===== src/lpl_mul.sv =====
// ----------------------------------------------------------------------------
// Shared multiplier
// Unsigned multiply with the product registered; the result appears in the cycle after the operands.
// ----------------------------------------------------------------------------
module lpl_mul #(
  parameter int MA = 25,
  parameter int MB = 25
) (
  input  logic             clk_i,
  input  logic [MA-1:0]    a_i,
  input  logic [MB-1:0]    b_i,
  output logic [MA+MB-1:0] p_o
);

  always_ff @(posedge clk_i) begin
    p_o <= (MA + MB)'(a_i) * (MA + MB)'(b_i);
  end

endmodule


===== config.mk =====
export PLATFORM = sky130hd
export DESIGN_NAME = lpl_mul
export DESIGN_NICKNAME = d
export VERILOG_FILES = /design/src/lpl_mul.sv
export SDC_FILE = /design/constraint.sdc
export NUM_CORES = 2
export LEC_CHECK = 0
export BUFFER_PORTS_ARGS = -buffer_cell sky130_fd_sc_hd__buf_4
export CAP_MARGIN = 20
export CORE_MARGIN = 4
export CORE_UTILIZATION = 55
export DETAILED_ROUTE_END_ITERATION = 7
export GPL_ROUTABILITY_DRIVEN = 0
export PLACE_DENSITY = 0.75
export SETUP_SLACK_MARGIN = 0.5
export SLEW_MARGIN = 20
export SYNTH_ARGS = -nofsm -noshare
export SYNTH_HDL_FRONTEND = slang
export SYNTH_SLANG_ARGS = --single-unit
export TNS_END_PERCENT = 1

===== constraint.sdc =====
create_clock -name clk_i -period 7.6 [get_ports clk_i]
set_input_delay 0.38 -clock clk_i [delete_from_list [all_inputs] [get_ports clk_i]]
set_output_delay 0.38 -clock clk_i [all_outputs]
set_load 0.02 [all_outputs]

==> run summary <==
GRT met1 Usage: 0.315
number of synthesized register bits: 50
die width: 207 um
final instance area: 23000 um2
DP Wirelength: 44.5 mm
EDFF count, synth: 0
synthesized area: 21800 um2
met2 Use GR: 0.467
routed wire length per instance: 18.6 um
Clk pin slew, worst setup/hold paths: 0.07 ns
Least-Margin Pin Slew: 0.582 ns
simple-gate share of the synthesized area: 0.171
Die Area: 42900 um2
Setup CP Type: input port to register
CTS Buffer Depth: 2
worst path arrival time: 7.12 ns
total grt overflow: 0
post-CTS sizing: 0
Crit. End Element: register
final hold violations: 0
first-pass GRT wire length: 90.8 mm
sequential fraction of the synthesis area: 0.0459
I/O pin cnt: 101
RSZ-0062 raised after global routing: yes
Hold Path Class: input port to register
FFs w/ async S/R, synth: 0
compound-gate portion of the synthesized area: 0.0523
top cell type's share of synthesized area: 0.483
post-route ant nets: 0
Initial DRT Pass Iterations: 5
biggest regs: p_o x50
gr busiest metal: met2
outcome: completed
number of setup buffers added after CTS: 0
CTS root buffer: clkbuf_16
Num CTS Buffers: 5
Iter 0 DRT Violations: 903
multiplexer area fraction after synthesis: 0.00103
Slew headroom: 0.606
Via Count: 16.1k
max-slew violations: 0
maxcap violations: 0
CP startpoint kind: input port
Fin Hold WS: 0.502 ns
Layout area overhead: 5.46%
Top reg by flops: p_o
vias in the first global route: 17.8k
Post-synth top flop: dfxtp_1
Hold-fix buffers, CTS: 0
final-stage net count: 3175
antenna violations before repair: 2
min cycle time layout: 6.93 ns
slowest CP cell: fa_1
area leader, netlist: fa_1
CTS H-tree depth: 2
final setup TNS: 0 ns
Die H: 207 um
XOR/XNOR share of the synthesized area: 0.0177
Critical Path Fanout Max: 25
largest family of logic cells by synthesized area: adder cells
Core ar.: 38900 um2
Initial Util: 0.560
fill count: 3359
final WL: 54.5 mm
fraction of the mapped netlist area in adder cells: 0.590
top cells by area, synth: fa_1 48%, ha_1 11%, inv_1 10%, and2_1 9.7%, nand2_1 5.5%
pin count of the biggest net entering global routing: 26
fmax: 144 MHz
GR Util All Layers: 0.262
Residual DRC: 0
worst path required time: 7.79 ns
num rows: 72
Gate Count Post-Synth: 2415
GR Util met3: 0.0336
CTS Sinks: 50
syn nets: 3177
yosys warns: 0
IO Port Bufs: 100
drt via density: 5.49
Avg Inst Size Synth: 9.02 um2
max reg flops: 50
post-synthesis cell type count: 58
Setup-failing EPs final: 0
fin crit share: 0.912
placed cell area: 22800 um2
share of cells above drive strength 1: 0.0526
slowest stage delay, CP: 0.56 ns
CTS tree: done
==> cell usage after synthesis (all sizes together) (3+ instances only) <==
cell type	count
inv	596
nand4	5
and3	14
and2	338
fa	526
nand2	320
a31o	3
nor3	6
a211o	5
xnor2	29
ha	185
o31ai	4
nand2b	3
a311oi	4
a211oi	4
or3	4
o21ai	19
o21a	3
buf	5
clkbuf	110
nor2	20
dfxtp	50
a21oi	49
nand3	12
nor3b	3
o21bai	9
a31oi	8
a21o	37
xor2	15
==> area by class of cell <==
| cell class | count | area (um2) | share of cell area |
|---|---|---|---|
| clock buffer | 6 | 129 | 0.00561 |
| inverter | 596 | 2240 | 0.0974 |
| timing repair buffer | 106 | 796 | 0.0346 |
| clock inverter | 2 | 37.5 | 0.00163 |
| sequential | 50 | 1000 | 0.0436 |
| antenna | 2 | 5.00 | 0.000218 |
| tap | 518 | 648 | 0.0282 |
| multi-input combinational | 1654 | 18100 | 0.789 |
==> worst max-delay path, delay by kind of cell <==
kind	cells	cell delay [ns]
buffers and inverters	8	0.66
and+or+nand+nor	3	0.33
adders and majority gates	8	3.93
AOI/OAI and AO/OA	6	1.80
==> kinds of logic after synthesis <==
| logic type | count (synthesis) |
|---|---|
| buf+inv | 711 |
| mux | 2 |
| fa+ha+maj | 711 |
| simple gates | 732 |
| compound gates | 165 |
| flops | 50 |
| xor+xnor | 44 |
==> per-stage QoR <==
stage,setup WS [ns],utilization,cells
6_report,0.672,0.590,2934
5_1_grt,0.409,0.590,2934
4_1_cts,0.688,0.590,2932
3_5_place_dp,0.409,0.586,2924
3_3_place_gp,0.534,0.586,2924
2_1_floorplan,1.05,-,2415
==> placed cells by master (no fill, tap or decap), types with 6 or more instances in the layout <==
cell	instances
buf_4	106
nor2_1	20
dfxtp_1	50
xor2_1	15
inv_1	596
ha_1	185
fa_1	526
o21bai_1	9
o21ai_0	17
nand2_1	320
xnor2_1	29
a21o_1	37
a21oi_1	48
nor3_1	6
and3_1	14
nand3_1	12
and2_1	338
a31oi_1	6
==> per-layer routing <==
| layer | wire length, um | part of all wire | up-vias |
|---|---|---|---|
| li1 | - | - | 7031 |
| met1 | 19500 | 0.36 | 8336 |
| met2 | 28500 | 0.52 | 582 |
| met3 | 3110 | 0.057 | 157 |
| met4 | 3340 | 0.061 | 0 |
| met5 | 0 | 0 | - |
==> worst paths after layout <==
check / startpoint / end / slack (ns) / depth (start not counted)
worst max-delay path: a_i[13] / p_o[48]$_DFF_P_ / 0.67 / 25
worst min-delay path: a_i[0] / p_o[0]$_DFF_P_ / 0.50 / 2
Power is not shown: default switching activity piles up to over one toggle a cycle in this logic, so the estimate is an artifact.
