--- src/lpl_ram.sv ---
// ----------------------------------------------------------------------------
// Generic single-port RAM
// One write or read per cycle, read data registered (read before write).
// ----------------------------------------------------------------------------
module lpl_ram #(
  parameter int W = 8,
  parameter int D = 16,
  localparam int AW = (D > 1) ? $clog2(D) : 1
) (
  input  logic          clk_i,
  input  logic          we_i,
  input  logic [AW-1:0] addr_i,
  input  logic [W-1:0]  wdata_i,
  output logic [W-1:0]  rdata_o
);

  logic [W-1:0] mem_q [D];

  always_ff @(posedge clk_i) begin
    if (we_i) begin
      mem_q[addr_i] <= wdata_i;
    end
    rdata_o <= mem_q[addr_i];
  end

endmodule

--- config.mk ---
export PLATFORM = sky130hd
export DESIGN_NAME = lpl_ram
export DESIGN_NICKNAME = d
export VERILOG_FILES = /design/src/lpl_ram.sv
export SDC_FILE = /design/constraint.sdc
export NUM_CORES = 1
export LEC_CHECK = 0
export BUFFER_PORTS_ARGS = -buffer_cell sky130_fd_sc_hd__buf_2
export CAP_MARGIN = 20
export CELL_PAD_IN_SITES_DETAIL_PLACEMENT = 2
export CELL_PAD_IN_SITES_GLOBAL_PLACEMENT = 2
export CORE_MARGIN = 4
export CORE_UTILIZATION = 43
export CTS_BUF_LIST = sky130_fd_sc_hd__clkbuf_4 sky130_fd_sc_hd__clkbuf_8 sky130_fd_sc_hd__clkbuf_16
export DETAILED_ROUTE_END_ITERATION = 8
export PLACE_DENSITY = 0.82
export SYNTH_ARGS = -nofsm -noshare
export SYNTH_HDL_FRONTEND = slang
export SYNTH_SLANG_ARGS = --single-unit
export TNS_END_PERCENT = 10
--- constraint.sdc ---
create_clock -name clk_i -period 1.7 [get_ports clk_i]
set_input_delay 0.17 -clock clk_i [delete_from_list [all_inputs] [get_ports clk_i]]
set_output_delay 0.17 -clock clk_i [all_outputs]
set_load 0.03 [all_outputs]
==> metrics.cfg <==
[synth]
synth.avg_cell_area_um2=22.0
ys_seq_area_share_pct=79.0
synth_top_area_share_pct=75.9
syn_nets=244
yosysWarnings=0
syn_inst=230
synth.area.top_cells=edfxtp_1 76%, mux4_2 14%, dfxtp_1 3.2%
netlist-cell-type-count=18
netlist_area_mm2=0.00507
synth_top_area_cell=edfxtp_1
ys_ff_latch=136

[power_and_ir_drop]
p_leak_nw=2.03
seq_power_share_pct=49.0
switching_power_w=0.00154
p_per_area_mw_per_mm2=1270
clock_power_share_pct=45.6
swShare_pct=20.0
comb_power_share_pct=5.4
peakVddDrop_mv=1.24
internal_power_w=0.00617

[critical_path]
path_cells=mux4_2 > a22oi_1 > nand2_1
critPathTopFamily=multiplexers
arrival_ns=1.75
crit_slowest_cell=mux4_2
start_kind=register
cp.buffers_inverters=0
worstSetupPathType=reg -> reg
worst-path-max-fanout=1
endpoint_kind=register
cp_data_required_time_ns=1.98
slowest_delay_ns=0.49

[detailed_routing]
route.detailed.wl_per_inst_um=27.1
viasPerCell=5.54
drcViolationCount=0
dr_wl_met3_um=447
vias=2420
highest-signal-layer=met4
firstDrtPassIters=4
wl_met1_um=4890
drt_iter0_markers=197
ant_nets=0
dr_wl_met2_um=6380
wl_um=11800

[sta]
setup_tns_ns=0
setup_viol=0
tightest_slew_ns=0.757
fmax_ghz=0.679
fin_crit_sh_pct=86.6
finalHoldViolCount=0
slew_viol_final=0
min_period_ns=1.47
rsz0062_at_grt=no
skew_ns=0.00683
max_slew_margin_pct=49.4

[die]
dieArea_mm2=0.0136
row_count=39
fp.dieH_um=117
io_pins=22
initial_utilization_pct=44.2
core-area_mm2=0.0115
fp.dieW_um=117

[clock_network]
clk_latency_ns=0.41
cts_hold_buffers=0
path_clk_slew_ns=0.06
cts_setup_buffers=0
root_buffer=clkbuf_16
ctsResizeCount=0
clockBufferDepth=2
cts_tree=done
cts_buffers=17
htreeDepth=4
cts.sinks=136

[place]
gp_congestion=0.729
io_buffers=21
place_area_mm2=0.00549
dpl.hpwl_um=8340

[outcome]
status=complete, no violations

[global_route]
grt_use_total_pct=19.3
antenna_found_initial=0
grt_start_max_net_pins=23
overflow=0
grt_pass1_wl_um=18200
grt_pass1_vias=2821

[finish]
num-nets-final=295
drive_gt1_share_pct=35.7
design_area_mm2=0.00607
multi_input_area_mm2=0.00100
fillers=961
antennaDiodeCount=0
register_area_mm2=0.00400
syn_to_final_growth_pct=19.8

[flow_run]
maxCapViolations=0

[worst_hold_path]
hold_path_class=in -> reg

-- metal layers --
layer  up-vias  track usage [%]
met3        12             5.44
met4         0             5.50
met1      1284             23.4
li1       1069                -
met2        55             33.9
met5         -                0
-- synthesized netlist by cell type --
cell type    n
buf_6        2
nor2b_1      2
and2_1       1
nand2b_1     2
edfxtp_1   128
clkbuf_2     1
nand3b_1     2
nand3_1      1
nor2_1      13
nor3_1       4
clkbuf_1     2
buf_1        4
or3b_2       1
mux4_2      32
buf_2        2
dfxtp_1      8
a22oi_1     16
nand2_1      9
-- cell type report --
class                      instances  share of cell area (%)
clock buffer                      22                    7.83
sequential                       136                    66.0
timing repair buffer              43                    5.07
tap                              143                    2.95
clock inverter                    10                    1.67
multi-input combinational         83                    16.5
-- state kept, by name, indices dropped and copies added (netlist names) --
name,cells
mem_q,128
rdata_o,8
-- stage by stage --
step           hold WS [ns]  std cells  utilization (%)  power (W)  setup slack, ns
6_report              0.165        437             52.9    0.00771            0.228
5_1_grt               0.150        437             52.9    0.00798            0.154
4_1_cts               0.137        437             52.9    0.00781            0.220
3_5_place_dp          0.582        405             47.9    0.00427          0.00457
3_3_place_gp          0.561        405             47.9    0.00423            0.139
2_1_floorplan         0.269        230                -    0.00407           0.0370
-- power by group through the flow --
| stage | registers, W | clock network (W) | logic, W |
|---|---|---|---|
| 2_1_floorplan | 0.00388 | 0 | 0.000193 |
| 3_3_place_gp | 0.00384 | 0 | 0.000392 |
| 3_5_place_dp | 0.00385 | 0 | 0.000423 |
| 4_1_cts | 0.00378 | 0.00360 | 0.000426 |
| 5_1_grt | 0.00378 | 0.00375 | 0.000451 |
| 6_report | 0.00378 | 0.00351 | 0.000415 |
-- cell usage in the layout (no fill, tap or decap), types with 3 or more instances in the layout --
| master | n |
|---|---|
| clkbuf_4 | 3 |
| clkinv_2 | 3 |
| clkbuf_16 | 17 |
| dfxtp_1 | 8 |
| mux4_2 | 32 |
| edfxtp_1 | 128 |
| buf_2 | 21 |
| buf_4 | 19 |
| nor3_1 | 4 |
| buf_12 | 3 |
| nor2_1 | 13 |
| a22oi_1 | 16 |
| clkinv_1 | 3 |
| nand2_1 | 9 |
-- path summary, 6_finish.rpt --
kind,from,to,slack (ns),cells past startpoint
max,mem_q[2][4],rdata_o[4],0.23,3
max reg2reg,mem_q[2][4],rdata_o[4],0.23,3
min,wdata_i[1],mem_q[8][1],0.16,1
min reg2reg,mem_q[12][1],rdata_o[1],0.70,3
-- logic make-up (layout without fill, tap and decap cells) --
group	after synthesis	count (layout)	share of synthesized area (%)
buffers and inverters	11	75	1.19
AND/OR/NAND/NOR	35	35	3.21
multiplexers	32	32	14.2
AO/OA/AOI/OAI	16	16	2.37
flip-flops	136	136	79.0
Power figures use the tool's default switching activity.
