<file path="config.mk">
export PLATFORM = sky130hd
export DESIGN_NAME = lpl_div
export DESIGN_NICKNAME = d
export VERILOG_FILES = /design/src/lpl_div.sv
export SDC_FILE = /design/constraint.sdc
export NUM_CORES = 1
export LEC_CHECK = 0
export BUFFER_PORTS_ARGS = -buffer_cell sky130_fd_sc_hd__buf_2
export CAP_MARGIN = 20
export CORE_ASPECT_RATIO = 1.25
export CORE_MARGIN = 1
export CORE_UTILIZATION = 37
export DETAILED_ROUTE_END_ITERATION = 8
export GPL_TIMING_DRIVEN = 0
export PLACE_DENSITY = 0.6
export SETUP_SLACK_MARGIN = 0.2
export SLEW_MARGIN = 20
export SYNTH_ARGS = -nofsm -noshare
export SYNTH_HDL_FRONTEND = slang
export SYNTH_SLANG_ARGS = --single-unit
</file>
<file path="constraint.sdc">
create_clock -name clk_i -period 3 [get_ports clk_i]
set_clock_uncertainty 0.15 [all_clocks]
set_input_delay 0.15 -clock clk_i [delete_from_list [all_inputs] [get_ports clk_i]]
set_output_delay 0.15 -clock clk_i [all_outputs]
set_load 0.01 [all_outputs]
</file>
<file path="src/lpl_div.sv">
// ----------------------------------------------------------------------------
// Restoring divider
// Produces QW quotient bits of num/den, one bit a cycle, for num < den.
// ----------------------------------------------------------------------------
module lpl_div #(
  parameter int DW = 21,
  parameter int QW = 16
) (
  input  logic          clk_i,
  input  logic          rst_ni,
  input  logic          start_i,
  input  logic [DW-1:0] num_i,
  input  logic [DW-1:0] den_i,
  output logic          done_o,
  output logic [QW-1:0] quo_o
);

  localparam int CW = $clog2(QW + 1);

  logic [DW-1:0] rem_q, den_q;
  logic [CW-1:0] cnt_q;
  logic          busy_q;
  logic [DW:0]   trial;
  logic          fits;

  assign trial = {rem_q, 1'b0};
  assign fits  = trial >= {1'b0, den_q};

  always_ff @(posedge clk_i or negedge rst_ni) begin
    if (!rst_ni) begin
      busy_q <= 1'b0;
      done_o <= 1'b0;
      cnt_q  <= '0;
    end else if (start_i) begin
      busy_q <= 1'b1;
      done_o <= 1'b0;
      cnt_q  <= CW'(QW);
      rem_q  <= num_i;
      den_q  <= den_i;
      quo_o  <= '0;
    end else if (busy_q) begin
      rem_q  <= fits ? DW'(trial - {1'b0, den_q}) : DW'(trial);
      quo_o  <= {quo_o[QW-2:0], fits};
      cnt_q  <= cnt_q - 1'b1;
      busy_q <= (cnt_q != CW'(1));
      done_o <= (cnt_q == CW'(1));
    end else begin
      done_o <= 1'b0;
    end
  end

endmodule

</file>
==> flow_summary.ini, run 1 <==
[layout]
diodes = 0
num-nets-final = 565
finalNonFillerCells = 630
drive_gt1_frac = 0.301
nFillCells = 908
syn2layout_area_growth_pct = 38.9
layout.area.seq_mm2 = 0.00192
final_util = 0.535
multi_input_area_mm2 = 0.00210

[setup_path]
cp-end-kind = flip-flop
worstPathRequired_ns = 2.91
crit_path_max_fanout = 5
cp-startpoint = rem_q[1]
path_class = reg -> reg
rr_startpoint = rem_q[1]
startpoint_type = flip-flop
worstPathArrival_ns = 2.92

[synth]
synth_top_family_by_area = compound AO/OA/AOI/OAI gates
syn-cell-area_mm2 = 0.00394
synth_xor_xnor_area_share = 0.0356
netlist.area_leader.share = 0.443
synthAdderAreaFrac = 0.0782
yosysWarnings = 0
synthTopCellsByCount = 58 x edfxtp_1, 40 x nor2_1, 28 x inv_1, 23 x ha_1, 21 x a31oi_1
synth-compound-area-share = 0.190
yosys_register_bits = 65
synth.distinct_cells = 53
yosysMostFrequentCell = edfxtp_1
synth_fp_nets = 453
synth_flop_cell = edfxtp_1
syn_avg_cell_area_um2 = 10.2
synth_area_leaders = edfxtp_1 44%, ha_1 7.3%, dfrtp_1 4.5%
synth_edf_count = 58
netlist_instances = 384
yosys.area_share.simple = 0.124
seq_area_frac_synth = 0.487
yosysTopAreaCell = edfxtp_1
synthArstFlopShare = 0.108
muxShareOfSynthArea = 0.0382

[clock_network]
cts_root_buf = clkbuf_16
cts.htree.levels = 3
cts_tree = done
worstSkewPairLatency_ns = 0.33
clk_pin_slew_ns = 0.06
clock-sinks = 65
cts_made_buffers = 9
clock_path_buffers = 2

[detailed_routing]
vias = 3351
first_pass_iters = 4
wl_per_cell_um = 16.3
antenna_left = 0
wl_um = 10300
drc = 0
drt_iter0_drc = 202
avgViaCountPerCell = 5.32

[timing]
max_freq_mhz = 333
setup_ws_ns = -0.00670
tightest_slew_ns = 0.676
rsz0062_at_grt = yes
slew_violations = 0
relSlewSlack = 0.550
finalSetupTns_ns = -0.00670
setup_viol = 1
fin_crit_sh = 1.00
hold_viol = 0
fin_crit_ns = 3.01

[floorplan]
io_pins = 62
die-area_mm2 = 0.0111
core_mm2 = 0.0102
start_util = 0.385
die_w_um = 94.2
placementRows = 41
die_y_um = 117

[status]
violations = negative setup slack
status = complete, but fails checks

[pwr]
power_density_mw_per_mm2 = 609
peakVddDrop_mv = 0.322
total_power_mw = 3.33
leakagePower_nw = 2.34

[placed_design]
gp_congestion = 0.924
dpl.hpwl_um = 6760
io_buffers = 60
dp.cells = 573

[global_route]
antenna_found_initial = 0
grt_pass1_wl_um = 16600
track_usage = 0.196
grt_pass1_vias = 3271
grt.overflow.total = 0
grt_max_degree = 26

[hold_path]
hp-start = num_i[16]
hold_path_class = in -> reg

[run]
cap_violations = 0
## routing by layer
layer / vias to the layer above / share of wire / global-route usage
met5: - / 0 / 0
met4: 0 / 0.025 / 0.0721
met3: 20 / 0.046 / 0.0441
met2: 97 / 0.48 / 0.311
met1: 1572 / 0.44 / 0.259
li1: 1662 / - / -
## placed cells by master, fill, tap and decap left out, types with 3 or more instances in the layout
cell	instances
a31oi_1	20
nand2_1	17
o21ai_0	10
inv_2	3
o21ai_2	15
buf_8	4
nor2_1	40
xor2_1	4
dfrtp_1	7
clkbuf_1	11
inv_1	26
dlygate4sd3_1	25
mux2i_1	15
o21a_1	7
o31a_1	3
buf_2	60
nand3_2	6
o211ai_1	3
buf_6	3
edfxtp_1	58
a21o_1	8
ha_4	3
nor4_2	3
clkbuf_2	4
buf_4	9
nor3_1	3
a21oi_1	16
ha_1	20
nand3_1	12
nand2b_1	3
clkbuf_16	11
xnor2_1	12
## final timing paths
path	slack, ns	depth (start not counted)	end
worst max-delay path	-0.007	10	rem_q[18]
worst min-delay path	0.02	2	rem_q[16]
worst max register to register	-0.007	10	rem_q[18]
worst min register to register	0.39	2	cnt_q[4]
max in group asynchronous	2.15	2	done_o
min in group asynchronous	0.19	2	cnt_q[1]
## flip-flops by register name, summed over array words and instances (netlist names)
| name | cells |
|---|---|
| done_o | 1 |
| busy_q | 1 |
| den_q | 21 |
| rem_q | 21 |
| cnt_q | 5 |
| quo_o | 16 |
## final cells by class
class	count	area share
clock buffers	11	0.0444
well taps	129	0.0295
clock inverters	5	0.0103
multi-input cells	270	0.384
flip-flops and latches	65	0.351
inverters	29	0.0199
repair buffers	101	0.135
plain buffers	20	0.0266
## critical path: stages (launching register included)
cell and delay [ns]:
edfxtp_1 0.43, ha_4 0.24, nor2b_4 0.12, o31a_1 0.27, o41a_1 0.36, o2111a_1 0.26, o21a_1 0.21, o21ba_4 0.25
clkbuf_16 0.18, o211ai_1 0.16, o211ai_1 0.11
## logic make-up after synthesis
group / after synthesis
compound gates: 112
simple gates: 103
flops: 65
buf+inv: 49
fa+ha+maj: 24
xor+xnor: 16
mux: 15
## power breakdown
group / leakage, nW / switching, mW / internal, mW / total (mW)
Combinational: 1.54 / 0.590 / 0.485 / 1.08
Clock: 0.145 / 0.391 / 0.664 / 1.06
Sequential: 0.648 / 0.0740 / 1.12 / 1.20
## stage by stage
step	cell area [um^2]	setup slack (ns)	hold WS [ns]
6_report	5470	-0.00670	0.0171
3_5_place_dp	4430	-0.123	0.000836
5_1_grt	5470	-0.0933	0.0407
3_3_place_gp	4430	-0.0789	0.00219
4_1_cts	5340	0.0105	0.0163
2_1_floorplan	3970	0.168	-0.296
## timing repair
action                                 CTS  global route
resized for setup                       47            33
setup buffers                           10             2
pin swaps                               12            13
endpoints found under the hold margin   31             0
setup endpoints to repair               22            22
hold buffers                            25             0
cloned                                   4             0
Power figures use the tool's default switching activity.
==> run 2: changes to the inputs <==
SKIP_LAST_GASP = 1   (was default)
==> flow_summary.ini, run 2 (synthesis gave the netlist of run 1 again) <==
[placed_design]
gp_congestion = 0.924
dp.cells = 573
dpl.hpwl_um = 6760
io_buffers = 60

[timing]
max_freq_mhz = 333
finalSetupTns_ns = -0.00638
rsz0062_at_grt = yes
setup_viol = 1
slew_violations = 0
fin_crit_sh = 1.00
hold_viol = 0
relSlewSlack = 0.549
fin_crit_ns = 3.01
tightest_slew_ns = 0.677
setup_ws_ns = -0.00638

[detailed_routing]
first_pass_iters = 4
drt_iter0_drc = 181
drc = 0
avgViaCountPerCell = 5.33
wl_per_cell_um = 16.3
antenna_left = 0
wl_um = 10300
vias = 3356

[setup_path]
crit_top_cell = o211ai_1
r2r_setup_slack_ns = -0.006
path_class = reg -> reg
crit_path_max_fanout = 5
startpoint_type = flip-flop
worstPathArrival_ns = 2.92
path_cells = ha_4, nor2b_4, o31a_1, o41a_1, o2111a_1, o21a_1, o21ba_4, clkbuf_16, o211ai_1, o211ai_1
path_buf_inv = 1
slowest_delay_ns = 0.43
worstPathRequired_ns = 2.91
critPathSlowestCell = edfxtp_1
cp-end-kind = flip-flop
cpLargestDelayFamily = compound AO/OA/AOI/OAI gates

[pwr]
peakVddDrop_mv = 0.322
power_density_mw_per_mm2 = 609
leakagePower_nw = 2.34

[clock_network]
cts_tree = done
clock_path_buffers = 2
clk_pin_slew_ns = 0.06
clock-sinks = 65
cts_made_buffers = 9
worstSkewPairLatency_ns = 0.33
cts_root_buf = clkbuf_16
cts.htree.levels = 3

[layout]
syn2layout_area_growth_pct = 38.9
most-common-layout-cells = 60 x buf_2, 58 x edfxtp_1, 40 x nor2_1
reg_top3 = den_q: 21 flops, rem_q: 21 flops, quo_o: 16 flops
diodes = 0
drive_gt1_frac = 0.301
num-nets-final = 565
layout.cells.most_common = buf_2
nFillCells = 908
finalNonFillerCells = 630

[global_route]
grt.overflow.total = 0
grt_pass1_vias = 3271
track_usage = 0.196
grt_max_degree = 26
antenna_found_initial = 0
grt_pass1_wl_um = 16600

[floorplan]
placementRows = 41
start_util = 0.385
core_mm2 = 0.0102
io_pins = 62
die_y_um = 117
die_w_um = 94.2
die-area_mm2 = 0.0111

[status]
status = complete, but fails checks
violations = negative setup slack

[hold_path]
hold_path_class = in -> reg

[run]
cap_violations = 0
-- run 2: cell counts in the layout (fill, tap and decap cells not counted) --
Identical to the previous run, type by type.
-- run 2: what timing repair did --
action,CTS,global route
cloned,4,0
hold buffers,25,0
setup endpoints to repair,22,22
gates resized for setup,47,33
setup buffers,10,2
pin swaps,12,13
endpoints found under the hold margin,31,0
-- run 2: area by class of cell --
type / instances / area (um^2) / area share
multi-input combinational: 270 / 2100 / 0.384
sequential: 65 / 1920 / 0.351
timing repair buffer: 101 / 737 / 0.135
clock buffer: 11 / 243 / 0.0444
tap: 129 / 161 / 0.0295
buffer: 20 / 145 / 0.0266
inverter: 29 / 109 / 0.0199
clock inverter: 5 / 56.3 / 0.0103
-- run 2: power breakdown --
part | internal [mW] | total (mW) | switching, mW
clock network | 0.664 | 1.05 | 0.390
registers | 1.12 | 1.20 | 0.0746
logic | 0.485 | 1.07 | 0.589
-- run 2: worst register-to-register path, stage by stage (launching register included) --
cell	delay [ns]
edfxtp_1	0.43
ha_4	0.24
nor2b_4	0.12
o31a_1	0.27
o41a_1	0.36
o2111a_1	0.26
o21a_1	0.21
o21ba_4	0.25
clkbuf_16	0.18
o211ai_1	0.16
o211ai_1	0.11
-- run 2: metal layers --
| metal | share of wire | wire length (um) | vias up | track usage |
|---|---|---|---|---|
| met5 | 0 | 0 | - | 0 |
| met4 | 0.023 | 240 | 0 | 0.0721 |
| met3 | 0.044 | 457 | 17 | 0.0441 |
| met2 | 0.49 | 5000 | 106 | 0.311 |
| met1 | 0.45 | 4590 | 1573 | 0.259 |
| li1 | - | - | 1660 | - |
-- run 2: worst paths after layout --
check,from,endpoint,depth (start not counted)
setup / recovery,rem_q[1],rem_q[18],10
hold / removal,num_i[16],rem_q[16],2
setup reg to reg,rem_q[1],rem_q[18],10
hold reg to reg,cnt_q[4],cnt_q[4],2
max in group asynchronous,rst_ni,done_o,2
min in group asynchronous,rst_ni,cnt_q[3],2
-- run 2: per-stage QoR --
step	hold slack (ns)	setup slack, ns	utilization	cell area, um^2	total power, mW
detailed placement	0.000836	-0.123	0.434	4430	2.08
global placement	0.00219	-0.0789	0.434	4430	2.06
finish	0.0181	-0.00638	0.535	5470	3.33
floorplan	-0.296	0.168	-	3970	1.85
CTS	0.0163	0.0105	0.523	5340	3.27
global route	0.0407	-0.0933	0.535	5470	3.50
==> run 3: changes to the inputs <==
PLACE_DENSITY = default   (was 0.6)
PLACE_DENSITY_LB_ADDON = 0.2   (was default)
==> flow_summary.ini, run 3 (synthesis gave the netlist of run 1 again) <==
[timing]
max_freq_mhz = 334
hold_ws_ns = 0.00219
setup_viol = 0
hold_viol = 0
slew_violations = 0
fin_crit_ns = 3.00
relSlewSlack = 0.303
rsz0062_at_grt = yes
fin_crit_sh = 0.999
tightest_slew_ns = 1.05

[detailed_routing]
drc = 0
wl_per_cell_um = 16.2
avgViaCountPerCell = 5.31
antenna_left = 0
drt_iter0_drc = 166
first_pass_iters = 4
wl_um = 10100
vias = 3321

[setup_path]
crit_path_max_fanout = 5
path_class = reg -> reg
crit_top_cell = o211ai_1
slowest_delay_ns = 0.43
rr_startpoint = rem_q[1]
worstPathRequired_ns = 2.92
r2r_end = rem_q[18]
startpoint_type = flip-flop
critPathSlowestCell = edfxtp_1
r2r_setup_slack_ns = 0.003
cp-end-kind = flip-flop
r2r_cells = 10
path_cells = ha_4, nor2b_4, o31a_1, o41a_1, o2111a_1, o21a_1, o21ba_4, clkbuf_16, o211ai_1, o211ai_1
worstPathArrival_ns = 2.92

[clock_network]
cts_root_buf = clkbuf_16
cts_made_buffers = 9
cts.htree.levels = 3
clock_path_buffers = 2
clk_pin_slew_ns = 0.06
worstSkewPairLatency_ns = 0.34
clock-sinks = 65
cts_tree = done

[layout]
most-common-layout-cells = 60 x buf_2, 58 x edfxtp_1, 40 x nor2_1
num-nets-final = 560
reg_top3 = den_q: 21 flops, rem_q: 21 flops, quo_o: 16 flops
drive_gt1_frac = 0.256
layout.cells.most_common = buf_2
syn2layout_area_growth_pct = 33.5
diodes = 0
finalNonFillerCells = 625

[placed_design]
io_buffers = 60
dpl.hpwl_um = 6840
gp_congestion = 0.906
dp.cells = 573

[global_route]
track_usage = 0.195
antenna_found_initial = 0
grt.overflow.total = 0
grt_max_degree = 26
grt_pass1_wl_um = 16300
grt_pass1_vias = 3274

[hold_path]
hold_path_depth = 3
hp-start = num_i[2]
hold_path_class = in -> reg
whs_endpoint = rem_q[2]

[floorplan]
die-area_mm2 = 0.0111
placementRows = 41
io_pins = 62
core_mm2 = 0.0102
start_util = 0.385
die_y_um = 117
die_w_um = 94.2

[pwr]
power_density_mw_per_mm2 = 621
peakVddDrop_mv = 0.334
leakagePower_nw = 2.27

[run]
cap_violations = 0

[status]
status = finished, final reports clean
==> run 3: cell types whose count changed in the layout (fill, tap and decap cells not counted), moves of 2 or more <==
cell       change
a21oi_1        +2
a21oi_2        -2
a2bb2oi_1      +2
a2bb2oi_2      -2
buf_16         -2
buf_8          -4
nand3_1        +6
nand3_2        -6
nor3_1         +2
o21ai_1        +2
o21ai_2        -2
==> run 3: timing repair <==
item / CTS / global route
pin swaps: 6 / 5
setup endpoints to repair: 22 / 22
cloned: 2 / 0
buffers inserted: 7 / 2
hold endpoints to repair: 31 / 0
resized for setup: 34 / 16
hold buffers: 25 / 0
==> run 3: cell type report <==
cell class	count	area (um^2)
multi-input cells	270	1990
flip-flops and latches	65	1920
clock buffers	10	229
repair buffers	96	646
inverters	29	109
fillers	955	4950
clock inverters	6	68.8
well taps	129	161
plain buffers	20	138
==> run 3: how the worst max path moves through the flow <==
stage	start	to	slack (ns)	cells past startpoint
floorplan	rem_q[1]	rem_q[18]	0.17	10
global placement	den_q[2]	rem_q[4]	-0.08	11
detailed placement	rem_q[1]	rem_q[12]	-0.12	10
CTS	rem_q[1]	rem_q[6]	0.03	10
global route	rem_q[1]	rem_q[18]	-0.07	10
finish	rem_q[1]	rem_q[18]	0.003	10
==> run 3: critical path: cells and delay by family (launching register included) <==
family          cells  cell delay (ns)
compound gates      7             1.61
flops               1             0.43
fa+ha+maj           1             0.24
buf+inv             1             0.17
simple gates        1             0.12
==> run 3: per-stage QoR <==
stage / area [um^2] / power [mW] / worst slack [ns] / util / TNS (ns)
final: 5260 / 3.26 / 0.00334 / 0.515 / 0
after CTS: 5190 / 3.23 / 0.0337 / 0.509 / 0
after global placement: 4430 / 2.06 / -0.0825 / 0.434 / -0.694
after detailed placement: 4430 / 2.08 / -0.119 / 0.434 / -1.09
after floorplan: 3970 / 1.85 / 0.168 / - / 0
after global routing: 5260 / 3.44 / -0.0655 / 0.515 / -0.398
==> run 3: routing by layer <==
metal	routed length, um	global-route usage	part of all wire
met5	0	0	0
met3	353	0.0447	0.035
met2	4930	0.313	0.49
met1	4580	0.245	0.45
met4	238	0.0894	0.024
==> run 3: power by group <==
group	internal, mW	total, mW	switching [mW]	leakage, nW
clock	0.647	1.05	0.401	0.143
sequential	1.12	1.20	0.0728	0.648
combinational	0.464	1.02	0.554	1.48
